File: src/hw/rtl/rne_pkg.sv
package rne_pkg;

	// Field widths.
	localparam int VALUE_W     = 12;
	localparam int CHAR_W      = 7;
	localparam int STATUS_W    = 2;
	localparam int SYM_IDX_W   = 4;
	localparam int NUM_SYMBOLS = 13;

	// Largest value that has a numeral.
	localparam logic [VALUE_W-1:0] MAX_VALUE = 12'd3999;

	// Status codes of a result word.
	localparam logic [STATUS_W-1:0] STAT_OK         = 2'd0;
	localparam logic [STATUS_W-1:0] STAT_NO_NUMERAL = 2'd1;
	localparam logic [STATUS_W-1:0] STAT_TOO_LARGE  = 2'd2;

	// ASCII codes of the numeral letters; CH_NONE marks "no letter".
	localparam logic [CHAR_W-1:0] CH_NONE = 7'h00;
	localparam logic [CHAR_W-1:0] CH_I    = 7'h49;
	localparam logic [CHAR_W-1:0] CH_V    = 7'h56;
	localparam logic [CHAR_W-1:0] CH_X    = 7'h58;
	localparam logic [CHAR_W-1:0] CH_L    = 7'h4C;
	localparam logic [CHAR_W-1:0] CH_C    = 7'h43;
	localparam logic [CHAR_W-1:0] CH_D    = 7'h44;
	localparam logic [CHAR_W-1:0] CH_M    = 7'h4D;

	// Commands from the controller to the datapath.
	typedef struct packed {
		logic load;
		logic step;
	} rne_cmd_t;

	// Status from the datapath to the controller.
	typedef struct packed {
		logic slot_free;
		logic last_char;
	} rne_sts_t;

	// Value of each table symbol, largest first.
	function automatic logic [VALUE_W-1:0] sym_value(input logic [SYM_IDX_W-1:0] idx);
		logic [VALUE_W-1:0] v;
		case (idx)
			4'd0:    v = 12'd1000;
			4'd1:    v = 12'd900;
			4'd2:    v = 12'd500;
			4'd3:    v = 12'd400;
			4'd4:    v = 12'd100;
			4'd5:    v = 12'd90;
			4'd6:    v = 12'd50;
			4'd7:    v = 12'd40;
			4'd8:    v = 12'd10;
			4'd9:    v = 12'd9;
			4'd10:   v = 12'd5;
			4'd11:   v = 12'd4;
			default: v = 12'd1;
		endcase
		return v;
	endfunction

	// First letter of each table symbol.
	function automatic logic [CHAR_W-1:0] sym_first(input logic [SYM_IDX_W-1:0] idx);
		logic [CHAR_W-1:0] c;
		case (idx)
			4'd0:    c = CH_M;
			4'd1:    c = CH_C;
			4'd2:    c = CH_D;
			4'd3:    c = CH_C;
			4'd4:    c = CH_C;
			4'd5:    c = CH_X;
			4'd6:    c = CH_L;
			4'd7:    c = CH_X;
			4'd8:    c = CH_X;
			4'd9:    c = CH_I;
			4'd10:   c = CH_V;
			default: c = CH_I;
		endcase
		return c;
	endfunction

	// Second letter of each table symbol, CH_NONE for single letters.
	function automatic logic [CHAR_W-1:0] sym_second(input logic [SYM_IDX_W-1:0] idx);
		logic [CHAR_W-1:0] c;
		case (idx)
			4'd1:    c = CH_M;
			4'd3:    c = CH_D;
			4'd5:    c = CH_C;
			4'd7:    c = CH_L;
			4'd9:    c = CH_X;
			4'd11:   c = CH_V;
			default: c = CH_NONE;
		endcase
		return c;
	endfunction

	// Index of the largest symbol not above rem. The compares are independent;
	// the lowest matching index wins.
	function automatic logic [SYM_IDX_W-1:0] pick_symbol(input logic [VALUE_W-1:0] rem);
		logic [SYM_IDX_W-1:0] idx;
		idx = SYM_IDX_W'(NUM_SYMBOLS - 1);
		for (int i = NUM_SYMBOLS - 1; i >= 0; i--) begin
			if (rem >= sym_value(SYM_IDX_W'(i))) begin
				idx = SYM_IDX_W'(i);
			end
		end
		return idx;
	endfunction

endpackage

File: src/hw/rtl/rne_datapath.sv
module rne_datapath (
	input  logic                             clk,
	input  logic                             arst_n,
	input  rne_pkg::rne_cmd_t                cmd,
	output rne_pkg::rne_sts_t                sts,
	input  logic [rne_pkg::VALUE_W-1:0]      value,
	output logic                             out_valid,
	input  logic                             out_ready,
	output logic [rne_pkg::CHAR_W-1:0]       char_code,
	output logic                             last,
	output logic [rne_pkg::STATUS_W-1:0]     status
);
	import rne_pkg::*;

	logic [VALUE_W-1:0]   remaining_q;
	logic [SYM_IDX_W-1:0] symbol_index_q;
	logic                 pending_q;
	logic [STATUS_W-1:0]  err_q;

	logic [SYM_IDX_W-1:0] pick_idx;
	logic [VALUE_W-1:0]   rem_after;
	logic [CHAR_W-1:0]    pick_second;
	logic [CHAR_W-1:0]    nxt_char;
	logic                 nxt_last;

	logic                 out_valid_q;
	logic [CHAR_W-1:0]    char_q;
	logic                 last_q;
	logic [STATUS_W-1:0]  status_q;

	// Greedy symbol choice and the letter it yields this step.
	always_comb begin
		pick_idx    = pick_symbol(remaining_q);
		rem_after   = remaining_q - sym_value(pick_idx);
		pick_second = sym_second(pick_idx);
		if (err_q != STAT_OK) begin
			nxt_char = CH_NONE;
			nxt_last = 1'b1;
		end else if (pending_q) begin
			nxt_char = sym_second(symbol_index_q);
			nxt_last = (remaining_q == '0);
		end else if (pick_second != CH_NONE) begin
			nxt_char = sym_first(pick_idx);
			nxt_last = 1'b0;
		end else begin
			nxt_char = sym_first(pick_idx);
			nxt_last = (rem_after == '0);
		end
	end

	// Encoding state: loaded with a new word, advanced once per emitted letter.
	always_ff @(posedge clk or negedge arst_n) begin
		if (!arst_n) begin
			pending_q <= 1'b0;
		end else if (cmd.load) begin
			pending_q <= 1'b0;
		end else if (cmd.step && err_q == STAT_OK) begin
			pending_q <= !pending_q && (pick_second != CH_NONE);
		end
	end

	always_ff @(posedge clk) begin
		if (cmd.load) begin
			remaining_q <= value;
			if (value == '0) begin
				err_q <= STAT_NO_NUMERAL;
			end else if (value > MAX_VALUE) begin
				err_q <= STAT_TOO_LARGE;
			end else begin
				err_q <= STAT_OK;
			end
		end else if (cmd.step && err_q == STAT_OK && !pending_q) begin
			remaining_q    <= rem_after;
			symbol_index_q <= pick_idx;
		end
	end

	// Output register: filled on a step, emptied when the receiver takes it.
	always_ff @(posedge clk or negedge arst_n) begin
		if (!arst_n) begin
			out_valid_q <= 1'b0;
		end else if (cmd.step) begin
			out_valid_q <= 1'b1;
		end else if (out_ready) begin
			out_valid_q <= 1'b0;
		end
	end

	always_ff @(posedge clk) begin
		if (cmd.step) begin
			char_q   <= nxt_char;
			last_q   <= nxt_last;
			status_q <= err_q;
		end
	end

	assign sts.slot_free = !out_valid_q || out_ready;
	assign sts.last_char = nxt_last;

	assign out_valid = out_valid_q;
	assign char_code = char_q;
	assign last      = last_q;
	assign status    = status_q;

endmodule

File: src/hw/rtl/rne_ctrl.sv
module rne_ctrl (
	input  logic              clk,
	input  logic              arst_n,
	input  logic              in_valid,
	output logic              in_ready,
	output rne_pkg::rne_cmd_t cmd,
	input  rne_pkg::rne_sts_t sts
);
	import rne_pkg::*;

	localparam logic S_IDLE = 1'b0;
	localparam logic S_RUN  = 1'b1;

	logic state_q;
	logic state_nxt;

	// Commands: load on accept, step in the run state whenever the output slot can take a word.
	assign in_ready = (state_q == S_IDLE);
	assign cmd.load = in_valid && in_ready;
	assign cmd.step = (state_q == S_RUN) && sts.slot_free;

	// Next state.
	always_comb begin
		state_nxt = state_q;
		case (state_q)
			S_IDLE: begin
				if (cmd.load) begin
					state_nxt = S_RUN;
				end
			end
			S_RUN: begin
				if (cmd.step && sts.last_char) begin
					state_nxt = S_IDLE;
				end
			end
			default: state_nxt = S_IDLE;
		endcase
	end

	always_ff @(posedge clk or negedge arst_n) begin
		if (!arst_n) begin
			state_q <= S_IDLE;
		end else begin
			state_q <= state_nxt;
		end
	end

endmodule

File: src/hw/rtl/roman_numeral_encoder.sv
// Roman numeral encoder.
// Input channel (in_valid/in_ready, value): one word is a 12-bit unsigned number.
// Output channel (out_valid/out_ready, char_code/last/status): one word per
// upper-case ASCII letter of the numeral, last set on its final letter.
// A zero input gives a single word with char_code 0, last 1, status 1; an
// input above 3999 gives a single word with char_code 0, last 1, status 2.
// After the input is taken, the controller steps the datapath, which emits one
// letter per cycle into the output register while the receiver does not stall;
// a numeral has at most 15 letters. The greedy table search and the subtraction
// are combinational.
// The input is taken again as soon as the final letter sits in the output
// register, so the next number can load while that letter waits.
// If the receiver stalls, the output register holds its word and the encoder
// waits with it; no letter is lost or repeated.
// Reset (arst_n low) empties the output register and returns the controller
// to idle; any numeral in progress is dropped.
module roman_numeral_encoder (
	input  logic                             clk,
	input  logic                             arst_n,
	input  logic                             in_valid,
	output logic                             in_ready,
	input  logic [rne_pkg::VALUE_W-1:0]      value,
	output logic                             out_valid,
	input  logic                             out_ready,
	output logic [rne_pkg::CHAR_W-1:0]       char_code,
	output logic                             last,
	output logic [rne_pkg::STATUS_W-1:0]     status
);
	import rne_pkg::*;

	rne_cmd_t cmd;
	rne_sts_t sts;

	// Sequencer.
	rne_ctrl u_ctrl (
		.clk      (clk),
		.arst_n   (arst_n),
		.in_valid (in_valid),
		.in_ready (in_ready),
		.cmd      (cmd),
		.sts      (sts)
	);

	// Encoding state, symbol table lookup and output register.
	rne_datapath u_dp (
		.clk       (clk),
		.arst_n    (arst_n),
		.cmd       (cmd),
		.sts       (sts),
		.value     (value),
		.out_valid (out_valid),
		.out_ready (out_ready),
		.char_code (char_code),
		.last      (last),
		.status    (status)
	);

endmodule

File: config.mk
export PLATFORM = sky130hd
export DESIGN_NAME = roman_numeral_encoder
export DESIGN_NICKNAME = d
export VERILOG_FILES = /design/src/hw/rtl/rne_pkg.sv /design/src/hw/rtl/rne_datapath.sv /design/src/hw/rtl/rne_ctrl.sv /design/src/hw/rtl/roman_numeral_encoder.sv
export SDC_FILE = /design/constraint.sdc
export NUM_CORES = 1
export LEC_CHECK = 0
export ABC_AREA = 1
export BUFFER_PORTS_ARGS = -buffer_cell sky130_fd_sc_hd__clkbuf_2
export CAP_MARGIN = 20
export CORE_MARGIN = 5
export CORE_UTILIZATION = 35
export CTS_BUF_LIST = sky130_fd_sc_hd__clkbuf_16
export DETAILED_ROUTE_END_ITERATION = 8
export PLACE_DENSITY = 0.51
export SLEW_MARGIN = 40
export SYNTH_ARGS = -nofsm -noshare
export SYNTH_HDL_FRONTEND = slang
export SYNTH_SLANG_ARGS = --single-unit
File: constraint.sdc
create_clock -name clk -period 4 [get_ports clk]
set_input_delay 0.6 -clock clk [delete_from_list [all_inputs] [get_ports clk]]
set_output_delay 0.6 -clock clk [all_outputs]
set_load 0.02 [all_outputs]
== Word-level counts from Yosys, hierarchy flattened ==
Memories as Yosys holds them, arrays and structs flattened.
Cells that the tools add are included.
W data, S select, Z words.
Word-level totals
  bits in registers: 31
  bits in read-only memories: 320
  bits of input ports: 16
  output and inout bits: 12
  logic and storage cells: 88
  memories kept: 3
Memories
  (no name shown): words 16, width 10, rd ports 1, clocked after Yosys merged registers in 0, wr ports 0, RTL line rne_pkg.sv:43  | case (idx)
  (no name shown): words 16, width 5, rd ports 1, clocked after Yosys merged registers in 0, wr ports 0, RTL line rne_pkg.sv:64  | case (idx)
  (no name shown): words 16, width 5, rd ports 1, clocked after Yosys merged registers in 0, wr ports 0, RTL line rne_pkg.sv:64
Cells by class
  add/sub/neg operators: 1
  magnitude comparators: 13
  equal/unequal tests: 12
  mux-type cells: 29
  bitwise logic cells: 2
  reductions and logical operators: 19
Operators with widths (number)
  $pmux W7 S6: 2
  $mux W4: 11
  $logic_not A12 Y1: 3
  $ge A12 B10 Y1 const B: 2
  $ge A12 B3 Y1 const B: 2
  $ge A12 B4 Y1 const B: 2
  $ge A12 B6 Y1 const B: 2
  $ge A12 B7 Y1 const B: 2
  $ge A12 B9 Y1 const B: 2
  $mux W12: 2
  $eq A4 B3 Y1 const B: 4
  $eq A4 B4 Y1 const B: 4
  $mux W7: 2
  $gt A12 B12 Y1 const B: 1
  $sub A12 B12 Y12: 1
  $mux W1: 9
  $eq A4 B1 Y1 const B: 2
  $eq A4 B2 Y1 const B: 2
  $reduce_bool A2 Y1: 4
  $reduce_bool A7 Y1: 1
  $logic_and A1 B1 Y1: 6
  $mux W3: 1
  $logic_not A1 Y1: 2
  $logic_not A2 Y1: 1
  other kinds (5): 6

== Longest topological paths before layout ==
Gate-level depths: netlist (run 1).
  depth in word-level cells: 22
  gate-level depth with buffers: 32
  mapped depth without buffers: 32

== Hierarchy ==
A second synthesis (run 1) with hierarchy kept.
Unflattened totals
  cell total of the unflattened synthesis: 312
  area, all modules: 2437.3 um^2
By module, submodules not included
  rne_datapath: times used 1, cells an instance 302, area each 2377.3 um^2, seq. area each 860.8 um^2
  rne_ctrl: times used 1, cells an instance 10, area each 60.1 um^2, seq. area each 25.0 um^2

== Worst setup path before layout (run 1) ==
No wires, ideal clock.
  path type: register -> register
  from: register u_dp.remaining_q[7]
  to: register u_dp.last_q (netlist: u_dp.last), data pin
  library setup time: 0.260 ns
  arrival: 3.240 ns
  required time: 3.740 ns
  setup slack: 0.501 ns
  cell stages (with the launch flop): 27
  path buffers: 0
  clock period less this slack: 3.499 ns
  path through: edfxtp_1 > nor2_4 > nand2_1 > nor2_4 > nand3_1 > nand2_1 > nand2_1 > nand2_1 > nand2_1 > nand2_1 > nand2_1 > nand2_2 > nand2_4 > ha_1 > nor3_1 > a21oi_1 > ha_1 > nand2_1 > o21ai_0 > nor2_1 > nor3_1 > nand3b_1 > nand2_1 > nand2_1 > nor2_1 > nand4_1 > nand2_1
On the way
  longest elaborated chain between the ends: 19
  elaborated cells on any way between the ends: 39
  classes of those cells: 1 x add/sub; 12 x order compare; 6 x eq/ne; 16 x mux; 3 x reduce/logical; 1 x memory
Ends and longest elaborated chain
  from (decl): RTL line rne_datapath.sv:15  | logic [VALUE_W-1:0] remaining_q;
  from (signal assigned): RTL line rne_datapath.sv:64  | remaining_q <= value;
  from (signal assigned): RTL line rne_datapath.sv:73  | remaining_q <= rem_after;
  $ge A12 B3 Y1: RTL line rne_pkg.sv:102  | if (rem >= sym_value(SYM_IDX_W'(i))) begin
  $mux W3: RTL line rne_pkg.sv:102
  $mux W4 (11 in a row): RTL line rne_pkg.sv:102
  $mem_v2 Z16 W10 (tied with other cells)
  $sub A12 B12 Y12 or $pmux W7 S6 (tied branches): RTL line rne_datapath.sv:34, rne_pkg.sv:84
  $logic_not A12 Y1 or $reduce_bool A7 Y1 (tied branches): RTL line rne_datapath.sv:47, rne_datapath.sv:42
  $mux W1: RTL line rne_datapath.sv:42  | end else if (pick_second != CH_NONE) begin
  $mux W1 (*): RTL line rne_datapath.sv:39  | end else if (pending_q) begin
  $mux W1 (*): RTL line rne_datapath.sv:36  | if (err_q != STAT_OK) begin
  via u_dp.nxt_last: RTL line rne_datapath.sv:24  | logic nxt_last;
  to (signal assigned): RTL line rne_datapath.sv:92  | last_q <= nxt_last;
  to (decl): RTL line rne_datapath.sv:28  | logic last_q;
Mark *: on every way through the listed nets, which the timed path passes. The rest lies on a longest branch.
A chain may end at the register's enable or synchronous reset.

== Worst setup path in the final report (run 1) ==
  from: register u_dp.remaining_q[10]
  to: register u_ctrl.state_q
On the way
  elaborated cells on any way between the ends: 42
  classes of those cells: 1 x add/sub; 12 x order compare; 6 x eq/ne; 18 x mux; 4 x reduce/logical; 1 x memory
RTL lines
  $ge A12 B4 Y1: RTL line rne_pkg.sv:102
  $mux W4 (9 in a row): RTL line rne_pkg.sv:102
  $mux W4 (*): RTL line rne_pkg.sv:102
  via u_dp.pick_idx[3]: RTL line rne_datapath.sv:20  | logic [SYM_IDX_W-1:0] pick_idx;
  $mem_v2 Z16 W10 (tied with other cells)
  $sub A12 B12 Y12 or $pmux W7 S6 (tied branches): RTL line rne_datapath.sv:34, rne_pkg.sv:84
  $logic_not A12 Y1 or $reduce_bool A7 Y1 (tied branches): RTL line rne_datapath.sv:47, rne_datapath.sv:42
  $mux W1 (*): RTL line rne_datapath.sv:42
  $mux W1 (*): RTL line rne_datapath.sv:39
  $mux W1 (*): RTL line rne_datapath.sv:36
  via u_dp.nxt_last: RTL line rne_datapath.sv:24
  $logic_and A1 B1 Y1 (*): RTL line rne_ctrl.sv:32  | if (cmd.step && sts.last_char) begin
  $mux W1 (*): RTL line rne_ctrl.sv:32
  $pmux W1 S2 (*): RTL line rne_ctrl.sv:25  | case (state_q)
  via u_ctrl.state_nxt: RTL line rne_ctrl.sv:15  | logic state_nxt;
  to (signal assigned): RTL line rne_ctrl.sv:44  | state_q <= state_nxt;
  to (decl): RTL line rne_ctrl.sv:14  | logic state_q;
Marks and branches as above.

==> flow_summary.toml, run 1 <==
[floorplanning]
dieArea_um2 = 8810
ios = 28
die_w_um = 93.8
initial_core_util_pct = 36.0
coreArea_um2 = 6830
die_height_um = 93.8
core.rowCount = 30

[layout]
final_area_um2 = 3320
num_antenna_cells = 0
final_nets = 421
nFillCells = 692
drive_above_1_share_pct = 35.4
instances_no_fill = 486
areaGrowthSynthToFinish_pct = 34.8

[sta]
relSlewSlack_pct = 63.0
hold_viol = 0
drv_slew = 0
worst_pin_slew_ns = 0.553
setup_viol = 0
whs_ns = 0.120
fin_crit_ns = 3.84
rsz0062_at_grt = "yes"
clock_skew_ns = 0.00554
clock.fmax_ghz = 0.261
finalCritPeriodShare_pct = 95.9
setup_slack_ns = 0.163

[detailed_routing]
viasPerCell = 4.80
drc_errors = 0
firstDrtPassIters = 4
top_layer_used = "met4"
vias = 2335
totalWireLength_um = 6450
drt_first_iter_violations = 146
wl_met1_um = 2930
ant_nets = 0
wl_met3_um = 227
wl_per_cell_um = 13.3
met2_length_um = 3200

[synth]
synthArstFlopShare_pct = 10.0
synthTopCellsByCount = "nand2_1, inv_1, a21oi_1, edfxtp_1, nor2_1"
yosys_warnings = 0
ys_types = 37
syn_avg_cell_area_um2 = 7.59
ys_top_cells_by_area = "edfxtp_1, nand2_1, ha_1"
synth_seq_cells = 30
synth_fp_nets = 356
yosys_most_used_dff = "edfxtp_1"
yosysMostFrequentCell = "nand2_1"
syn_area_um2 = 2460
synth_edf_count = 27
yosys.area.top_type_share_pct = 33.0
syn_inst = 324
synth_seq_area_share_pct = 36.0
yosys.area.top_type = "edfxtp_1"

[grt]
grt_pass1_vias = 2223
gr-usage-all-layers_pct = 15.0
grt_max_degree = 20
antenna_found_initial = 0
grt_pass1_wl_um = 10400
gr-total-overflow = 0

[cts]
cts_root_buf = "clkbuf_16"
cts_hold_buf = 0
clock_path_buffers = 2
cts_tree = "done"
clkTransAtPathRegs_ns = 0.05
htreeDepth = 2
clock_sinks = 30
clock_latency_ns = 0.28
numCtsBuffers = 5

[worst_setup_path]
regToRegStartpoint = "u_dp.remaining_q[10]$_DFFE_PP_"
reg2reg_slack_ns = 0.16
startpoint_type = "flop"
critPathLaunch = "u_dp.remaining_q[10]$_DFFE_PP_"
r2r_end = "u_ctrl.state_q$_DFF_PN0_"
end_kind = "flop"
r2r_cells = 24
crit_fanout = 5
arrival_ns = 3.99
required_ns = 4.15
critical_path_class = "reg -> reg"
cp-endpoint = "u_ctrl.state_q$_DFF_PN0_"

[placed_design]
portBuffers = 26
dp_hpwl_um = 5020
placed_area_um2 = 2880
place_ws_ns = 0.0872
finalWeightedCongestion = 0.867
dp.cells = 468

[job]
max-cap-violations = 0

[run_status]
status = "finished clean"

[hold_path]
hold_path_class = "in -> async"
worst max-delay path, cell delays in order, from the launching register on:
cell	delay, ns
edfxtp_1	0.43
nor2_4	0.19
buf_4	0.14
nand4_2	0.10
nor2_4	0.19
nand2_1	0.07
nand2_1	0.05
nand2_1	0.05
nand2_1	0.05
nand2_1	0.04
nand2_1	0.06
nand2_2	0.07
nand2_4	0.10
ha_4	0.22
nor3_4	0.24
a21oi_1	0.09
ha_1	0.34
a21oi_1	0.09
o211ai_1	0.26
nand2_1	0.11
o21ai_0	0.21
xor2_1	0.25
nand4_1	0.18
nand2_1	0.14
a21oi_2	0.05
worst min-delay path by stage:
stage / start / end / slack (ns)
after floorplan: arst_n / u_ctrl.state_q$_DFF_PN0_ / 0.30
after global placement: arst_n / u_dp.pending_q$_DFFE_PN0P_ / 0.40
after detailed placement: arst_n / u_dp.out_valid$_DFFE_PN0P_ / 0.41
after CTS: arst_n / u_dp.out_valid$_DFFE_PN0P_ / 0.12
after global routing: arst_n / u_dp.out_valid$_DFFE_PN0P_ / 0.12
final: arst_n / u_dp.out_valid$_DFFE_PN0P_ / 0.12
stage by stage:
stage	utilization [%]	setup TNS (ns)
after floorplan	-	0
after global placement	42.2	0
after detailed placement	42.2	0
after CTS	44.3	0
after global routing	48.6	-0.230
final	48.6	0
kinds of logic after synthesis:
logic type / Yosys count / synth area share, %
buf+inv: 55 / 8.75
flops: 30 / 36.0
xor+xnor: 7 / 2.49
compound gates: 65 / 15.4
fa+ha+maj: 16 / 8.44
simple gates: 150 / 28.7
other cells: 1 / 0.152
layout make-up:
class / instances / area, µm² / share of cell area [%]
repair buffers: 61 / 393 / 11.8
well taps: 96 / 120 / 3.62
multi-input cells: 239 / 1580 / 47.5
inverters: 52 / 200 / 6.04
flip-flops and latches: 30 / 886 / 26.7
clock buffers: 5 / 125 / 3.77
clock inverters: 3 / 16.3 / 0.490
cell usage in the layout, fill, tap and decap left out, drive strengths merged, types with 2 or more instances in the layout:
cell type	count
o21ai	25
nand3	16
clkinv	2
o211ai	3
buf	35
ha	15
xor2	5
xnor2	2
dfrtp	3
nor3	9
clkbuf	31
nor2	33
or2	2
nor4	4
edfxtp	27
a31oi	3
a21oi	29
inv	52
nand2	81
o21bai	2
nand4	4
timing repair:
action / in CTS / in global routing
gates resized for setup: 0 / 53
buffers inserted: 0 / 10
endpoints found under the setup margin: 0 / 7
endpoints found under the hold margin: 0 / 0
registers in the layout (all words and copies together), names as in the netlist:
register / cells
u_dp.err_q: 2
u_dp.remaining_q: 12
u_dp.out_valid: 1
u_dp.pending_q: 1
u_dp.char_code: 6
u_ctrl.state_q: 1
u_dp.status: 2
u_dp.last: 1
u_dp.symbol_index_q: 4
routing by layer:
layer  track usage (%)  vias to the layer above
li1                  -                     1208
met1              19.9                     1075
met2              25.1                       41
met3              2.56                       11
met4              4.33                        0
met5                 0                        -
Power of run 1 is left out: the tool's default activity adds up to more than one toggle a clock period on the data nets, which glitch-free logic cannot reach.
==> run 2, diff against run 1 <==
- CORE_MARGIN: 5 -> unset
- REMOVE_ABC_BUFFERS: unset -> 1
==> run 2 against run 1 <==
Clock skew decreased by 0.0011 ns. Setup slack better by 0.079 ns. Global-route usage increased by 2.7 points. Die area fell by 16%. Critical endpoint unchanged. Highest routed layer unchanged.
==> flow_summary.toml, run 2 (synthesis results as in run 1) <==
[hold_path]
hold_path_class = "in -> async"

[cts]
clock_latency_ns = 0.28
htreeDepth = 2
clkTransAtPathRegs_ns = 0.05
cts_tree = "done"
numCtsBuffers = 5
cts_root_buf = "clkbuf_16"
cts_hold_buf = 0
clock_path_buffers = 2
clock_sinks = 30

[grt]
grt_pass1_wl_um = 10100
grt_max_degree = 20
grt_pass1_vias = 2130
gr-total-overflow = 0
antenna_found_initial = 0
gr-usage-all-layers_pct = 17.8

[layout]
post-route-util_pct = 48.1
top_register = "u_dp.remaining_q"
final_nets = 424
final_area_um2 = 3270
layout_commonest_cell = "nand2_1"
num_antenna_cells = 0
areaGrowthSynthToFinish_pct = 32.8
drive_above_1_share_pct = 31.8
layout_common_cells = "nand2_1, inv_1, buf_4, edfxtp_1, clkbuf_2"
largest_register_ffs = 12

[detailed_routing]
totalWireLength_um = 6270
vias = 2298
drc_errors = 0
firstDrtPassIters = 4
ant_nets = 0
viasPerCell = 4.70
wl_per_cell_um = 12.8
drt_first_iter_violations = 94

[worst_setup_path]
required_ns = 4.15
r2r_cells = 22
end_kind = "flop"
startpoint_type = "flop"
critical_path_class = "reg -> reg"
crit_fanout = 8
arrival_ns = 3.91

[floorplanning]
ios = 28
initial_core_util_pct = 36.2
die_height_um = 85.8
dieArea_um2 = 7370
coreArea_um2 = 6790
core.rowCount = 30
die_w_um = 85.8

[sta]
clock.fmax_ghz = 0.266
clock_skew_ns = 0.00445
final.setup.tns_ns = 0
drv_slew = 0
whs_ns = 0.108
hold_viol = 0
finalCritPeriodShare_pct = 94.0
worst_pin_slew_ns = 0.569
fin_crit_ns = 3.76
setup_viol = 0
relSlewSlack_pct = 62.0

[job]
max-cap-violations = 0

[placed_design]
finalWeightedCongestion = 0.829
dp_hpwl_um = 4870
placed_area_um2 = 2860
portBuffers = 26

[run_status]
status = "finished clean"
run 2: path summary, 6_finish.rpt:
kind / startpoint / end / slack [ns]
hold / removal: arst_n / u_dp.out_valid$_DFFE_PN0P_ / 0.11
min in group clk: u_dp.err_q[1]$_SDFFCE_PN0P_ / u_dp.status[1]$_DFFE_PP_ / 0.45
setup / recovery: u_dp.remaining_q[6]$_DFFE_PP_ / u_ctrl.state_q$_DFF_PN0_ / 0.24
hold reg to reg: u_dp.err_q[1]$_SDFFCE_PN0P_ / u_dp.status[1]$_DFFE_PP_ / 0.45
setup reg to reg: u_dp.remaining_q[6]$_DFFE_PP_ / u_ctrl.state_q$_DFF_PN0_ / 0.24
max in group asynchronous: arst_n / u_ctrl.state_q$_DFF_PN0_ / 3.78
run 2: through the flow:
| stage | cells | setup WS [ns] |
|---|---|---|
| 6_report | 489 | 0.242 |
| 5_1_grt | 489 | -0.0747 |
| 4_1_cts | 473 | 0.00517 |
| 3_5_place_dp | 465 | 0.0305 |
| 3_3_place_gp | 465 | 0.0338 |
| 2_1_floorplan | 321 | 0.501 |
run 2: routing by layer:
metal	routed length, µm	up-vias	track usage (%)
li1	-	1212	-
met2	2990	42	29.3
met1	2960	1032	24.0
met4	128	0	5.61
met5	0	-	0
met3	180	12	2.89
run 2: final cells by class:
type / instances / area (µm²)
clock inverter: 3 / 16.3
clock buffer: 5 / 125
multi-input combinational: 239 / 1500
tap: 96 / 120
sequential: 30 / 886
fill: 674 / 3530
timing repair buffer: 64 / 415
inverter: 52 / 200
run 2: what timing repair did:
item	in CTS	in global routing
gates resized for setup	0	36
buffers inserted	0	16
endpoints found under the setup margin	0	8
run 2: critical path, cell delays in order, from the launching register on:
cell      delay [ns]
edfxtp_1        0.48
nor2_4          0.19
nand4_2         0.15
nor2_4          0.16
buf_4           0.13
inv_4           0.03
buf_4           0.16
a21oi_4         0.20
nor2_4          0.09
buf_4           0.15
a21oi_1         0.16
o21ai_1         0.10
ha_1            0.40
a21oi_2         0.11
o21ai_2         0.18
nand2_1         0.08
nand3_1         0.10
xor2_1          0.24
nand3_1         0.11
nor2_1          0.11
nand4_1         0.13
nand2_1         0.11
a21oi_1         0.06
Power of run 2 is left out for the same reason.
==> run 3, diff against run 2 <==
- ABC_AREA: 1 -> unset
==> run 3 against run 2 <==
The flow now finishes with violations (negative setup slack). Clock skew fell by 0.0024 ns. Register-to-register slack got worse by 0.44 ns. Synthesized area rose by 4.0%. Via count rose by 20%. First-iteration DRC count rose by 50%. Core utilization rose by 5.6 points. Global-route usage rose by 5.3 points. Fmax fell by 11%. Critical path depth fell by 6.
==> flow_summary.toml, run 3 <==
[cts]
clkTransAtPathRegs_ns = 0.05
clock_latency_ns = 0.28
cts_tree = "done"
clock_sinks = 30
htreeDepth = 2
clock_path_buffers = 2
numCtsBuffers = 5
cts_root_buf = "clkbuf_16"

[floorplanning]
coreArea_um2 = 6940
ios = 28
die_w_um = 87.5
die_height_um = 87.5
initial_core_util_pct = 36.8
core.rowCount = 30
dieArea_um2 = 7650

[detailed_routing]
wl_per_cell_um = 17.0
viasPerCell = 5.60
firstDrtPassIters = 4
totalWireLength_um = 8360
vias = 2756
drc_errors = 0
ant_nets = 0
drt_first_iter_violations = 141

[synth]
yosys.area.top_type_share_pct = 31.7
yosysMostFrequentCell = "nand2_1"
synth_top_family_by_area = "compound AO/OA/AOI/OAI gates"
synthSimpleGateAreaFrac_pct = 25.0
syn_inst = 295
yosys_most_used_dff = "edfxtp_1"
synthArstFlopShare_pct = 10.0
synth_xor_area_share_pct = 1.37
ys_types = 64
synth_seq_cells = 30
synthAdderAreaFrac_pct = 8.51
synth_seq_area_share_pct = 34.6
synth_compound_area_share_pct = 25.6
syn_area_um2 = 2560
yosys_warnings = 0
synth_mux_area_share_pct = 0.783
syn_avg_cell_area_um2 = 8.67
ys_top_cells_by_area = "edfxtp_1, ha_1, nand2_1"
synth_edf_count = 27
synthTopCellsByCount = "nand2_1, nor2_1, edfxtp_1"
yosys.area.top_type = "edfxtp_1"

[worst_setup_path]
startpoint_type = "flop"
crit_fanout = 4
critical_path_class = "reg -> reg"
regToRegStartpoint = "u_dp.remaining_q[11]$_DFFE_PP_"
critPathLaunch = "u_dp.remaining_q[11]$_DFFE_PP_"
end_kind = "flop"
arrival_ns = 4.35
r2r_cells = 16
required_ns = 4.15

[sta]
drv_slew = 0
clock.fmax_ghz = 0.238
setup_viol = 4
fin_crit_ns = 4.20
worst_pin_slew_ns = 0.736
finalCritPeriodShare_pct = 105
relSlewSlack_pct = 50.6
final.setup.tns_ns = -0.485
rsz0062_at_grt = "yes"
clock_skew_ns = 0.00206
setup_slack_ns = -0.200
hold_viol = 0

[layout]
drive_above_1_share_pct = 40.7
final_area_um2 = 3730
areaGrowthSynthToFinish_pct = 45.7
top_register = "u_dp.remaining_q"
layout_common_cells = "buf_4, nand2_1, edfxtp_1, clkbuf_2, nor2_1"
num_antenna_cells = 0
final_nets = 427
nFillCells = 640
largest_register_ffs = 12
instances_no_fill = 492
layout_commonest_cell = "buf_4"

[grt]
grt_pass1_wl_um = 13400
grt_pass1_vias = 2653
gr-usage-all-layers_pct = 23.1
gr-total-overflow = 0
antenna_found_initial = 0
grt_max_degree = 21

[placed_design]
portBuffers = 26
dp.cells = 475
finalWeightedCongestion = 0.926
placed_area_um2 = 3270
dp_hpwl_um = 6420

[hold_path]
hold_path_class = "in -> async"

[run_status]
violations = "negative setup slack"
status = "complete, but fails checks"

[job]
max-cap-violations = 0
## run 3: cell count changes after synthesis, moves of 6 or more
cell | previous run | this run
o211ai_1 | 3 | 9
nor2_4 | 6 | 0
nand2_1 | 74 | 33
a21oi_1 | 27 | 17
nor2_1 | 25 | 31
inv_1 | 45 | 13
nand3_1 | 16 | 8
## run 3: final timing paths
| kind | end | slack (ns) |
|---|---|---|
| min in group clk | u_dp.status[0]$_DFFE_PP_ | 0.47 |
| worst max-delay path | u_dp.last$_DFFE_PP_ | -0.20 |
| max in group asynchronous | u_ctrl.state_q$_DFF_PN0_ | 3.76 |
| worst min-delay path | u_dp.out_valid$_DFFE_PN0P_ | 0.12 |
| worst min register to register | u_dp.status[0]$_DFFE_PP_ | 0.47 |
| worst max register to register | u_dp.last$_DFFE_PP_ | -0.20 |
## run 3: repair_timing
action / CTS / global route
setup endpoints to repair: 9 / 9
setup buffers: 7 / 2
hold buffers: 0 / 0
cloned: 0 / 0
gates resized for setup: 27 / 28
pin swaps: 10 / 5
## run 3: per-layer routing
layer  GRT usage, %  routed length (µm)
met5              0                   0
met2           38.5                3960
met4           5.66                 113
met1           30.8                3900
met3           4.45                 380
## run 3: through the flow
stage / util [%] / worst slack (ns) / hold WS, ns
CTS: 51.6 / -0.199 / 0.114
global placement: 47.0 / -0.370 / 0.414
finish: 53.7 / -0.200 / 0.117
global route: 53.7 / -0.307 / 0.109
detailed placement: 47.0 / -0.472 / 0.407
floorplan: - / -0.537 / 0.304
## run 3: cell families (layout without fill, tap and decap cells)
logic type,count (synthesis),count (layout)
fa+ha+maj,17,17
xor+xnor,4,4
flops,30,30
buf+inv,24,125
compound gates,96,96
other cells,1,1
mux,2,2
simple gates,121,121
## run 3: area by class of cell
class / instances / area (µm²) / area share [%]
repair buffers: 102 / 712 / 19.1
multi-input cells: 241 / 1810 / 48.6
clock inverters: 3 / 16.3 / 0.436
flip-flops and latches: 30 / 886 / 23.8
clock buffers: 5 / 125 / 3.36
inverters: 15 / 56.3 / 1.51
well taps: 96 / 120 / 3.22
## run 3: critical path, cell delays in order, from the launching register on
cell      delay, ns
edfxtp_1       0.38
or3_4          0.40
or3_4          0.37
a311oi_2       0.26
o311a_1        0.23
inv_2          0.08
ha_4           0.30
nor2_2         0.05
a311oi_2       0.23
ha_2           0.34
buf_6          0.15
nand2b_4       0.08
a21oi_2        0.05
xor2_1         0.15
or4_4          0.57
nor4_4         0.29
a21bo_1        0.16
Power of run 3 is left out for the same reason.
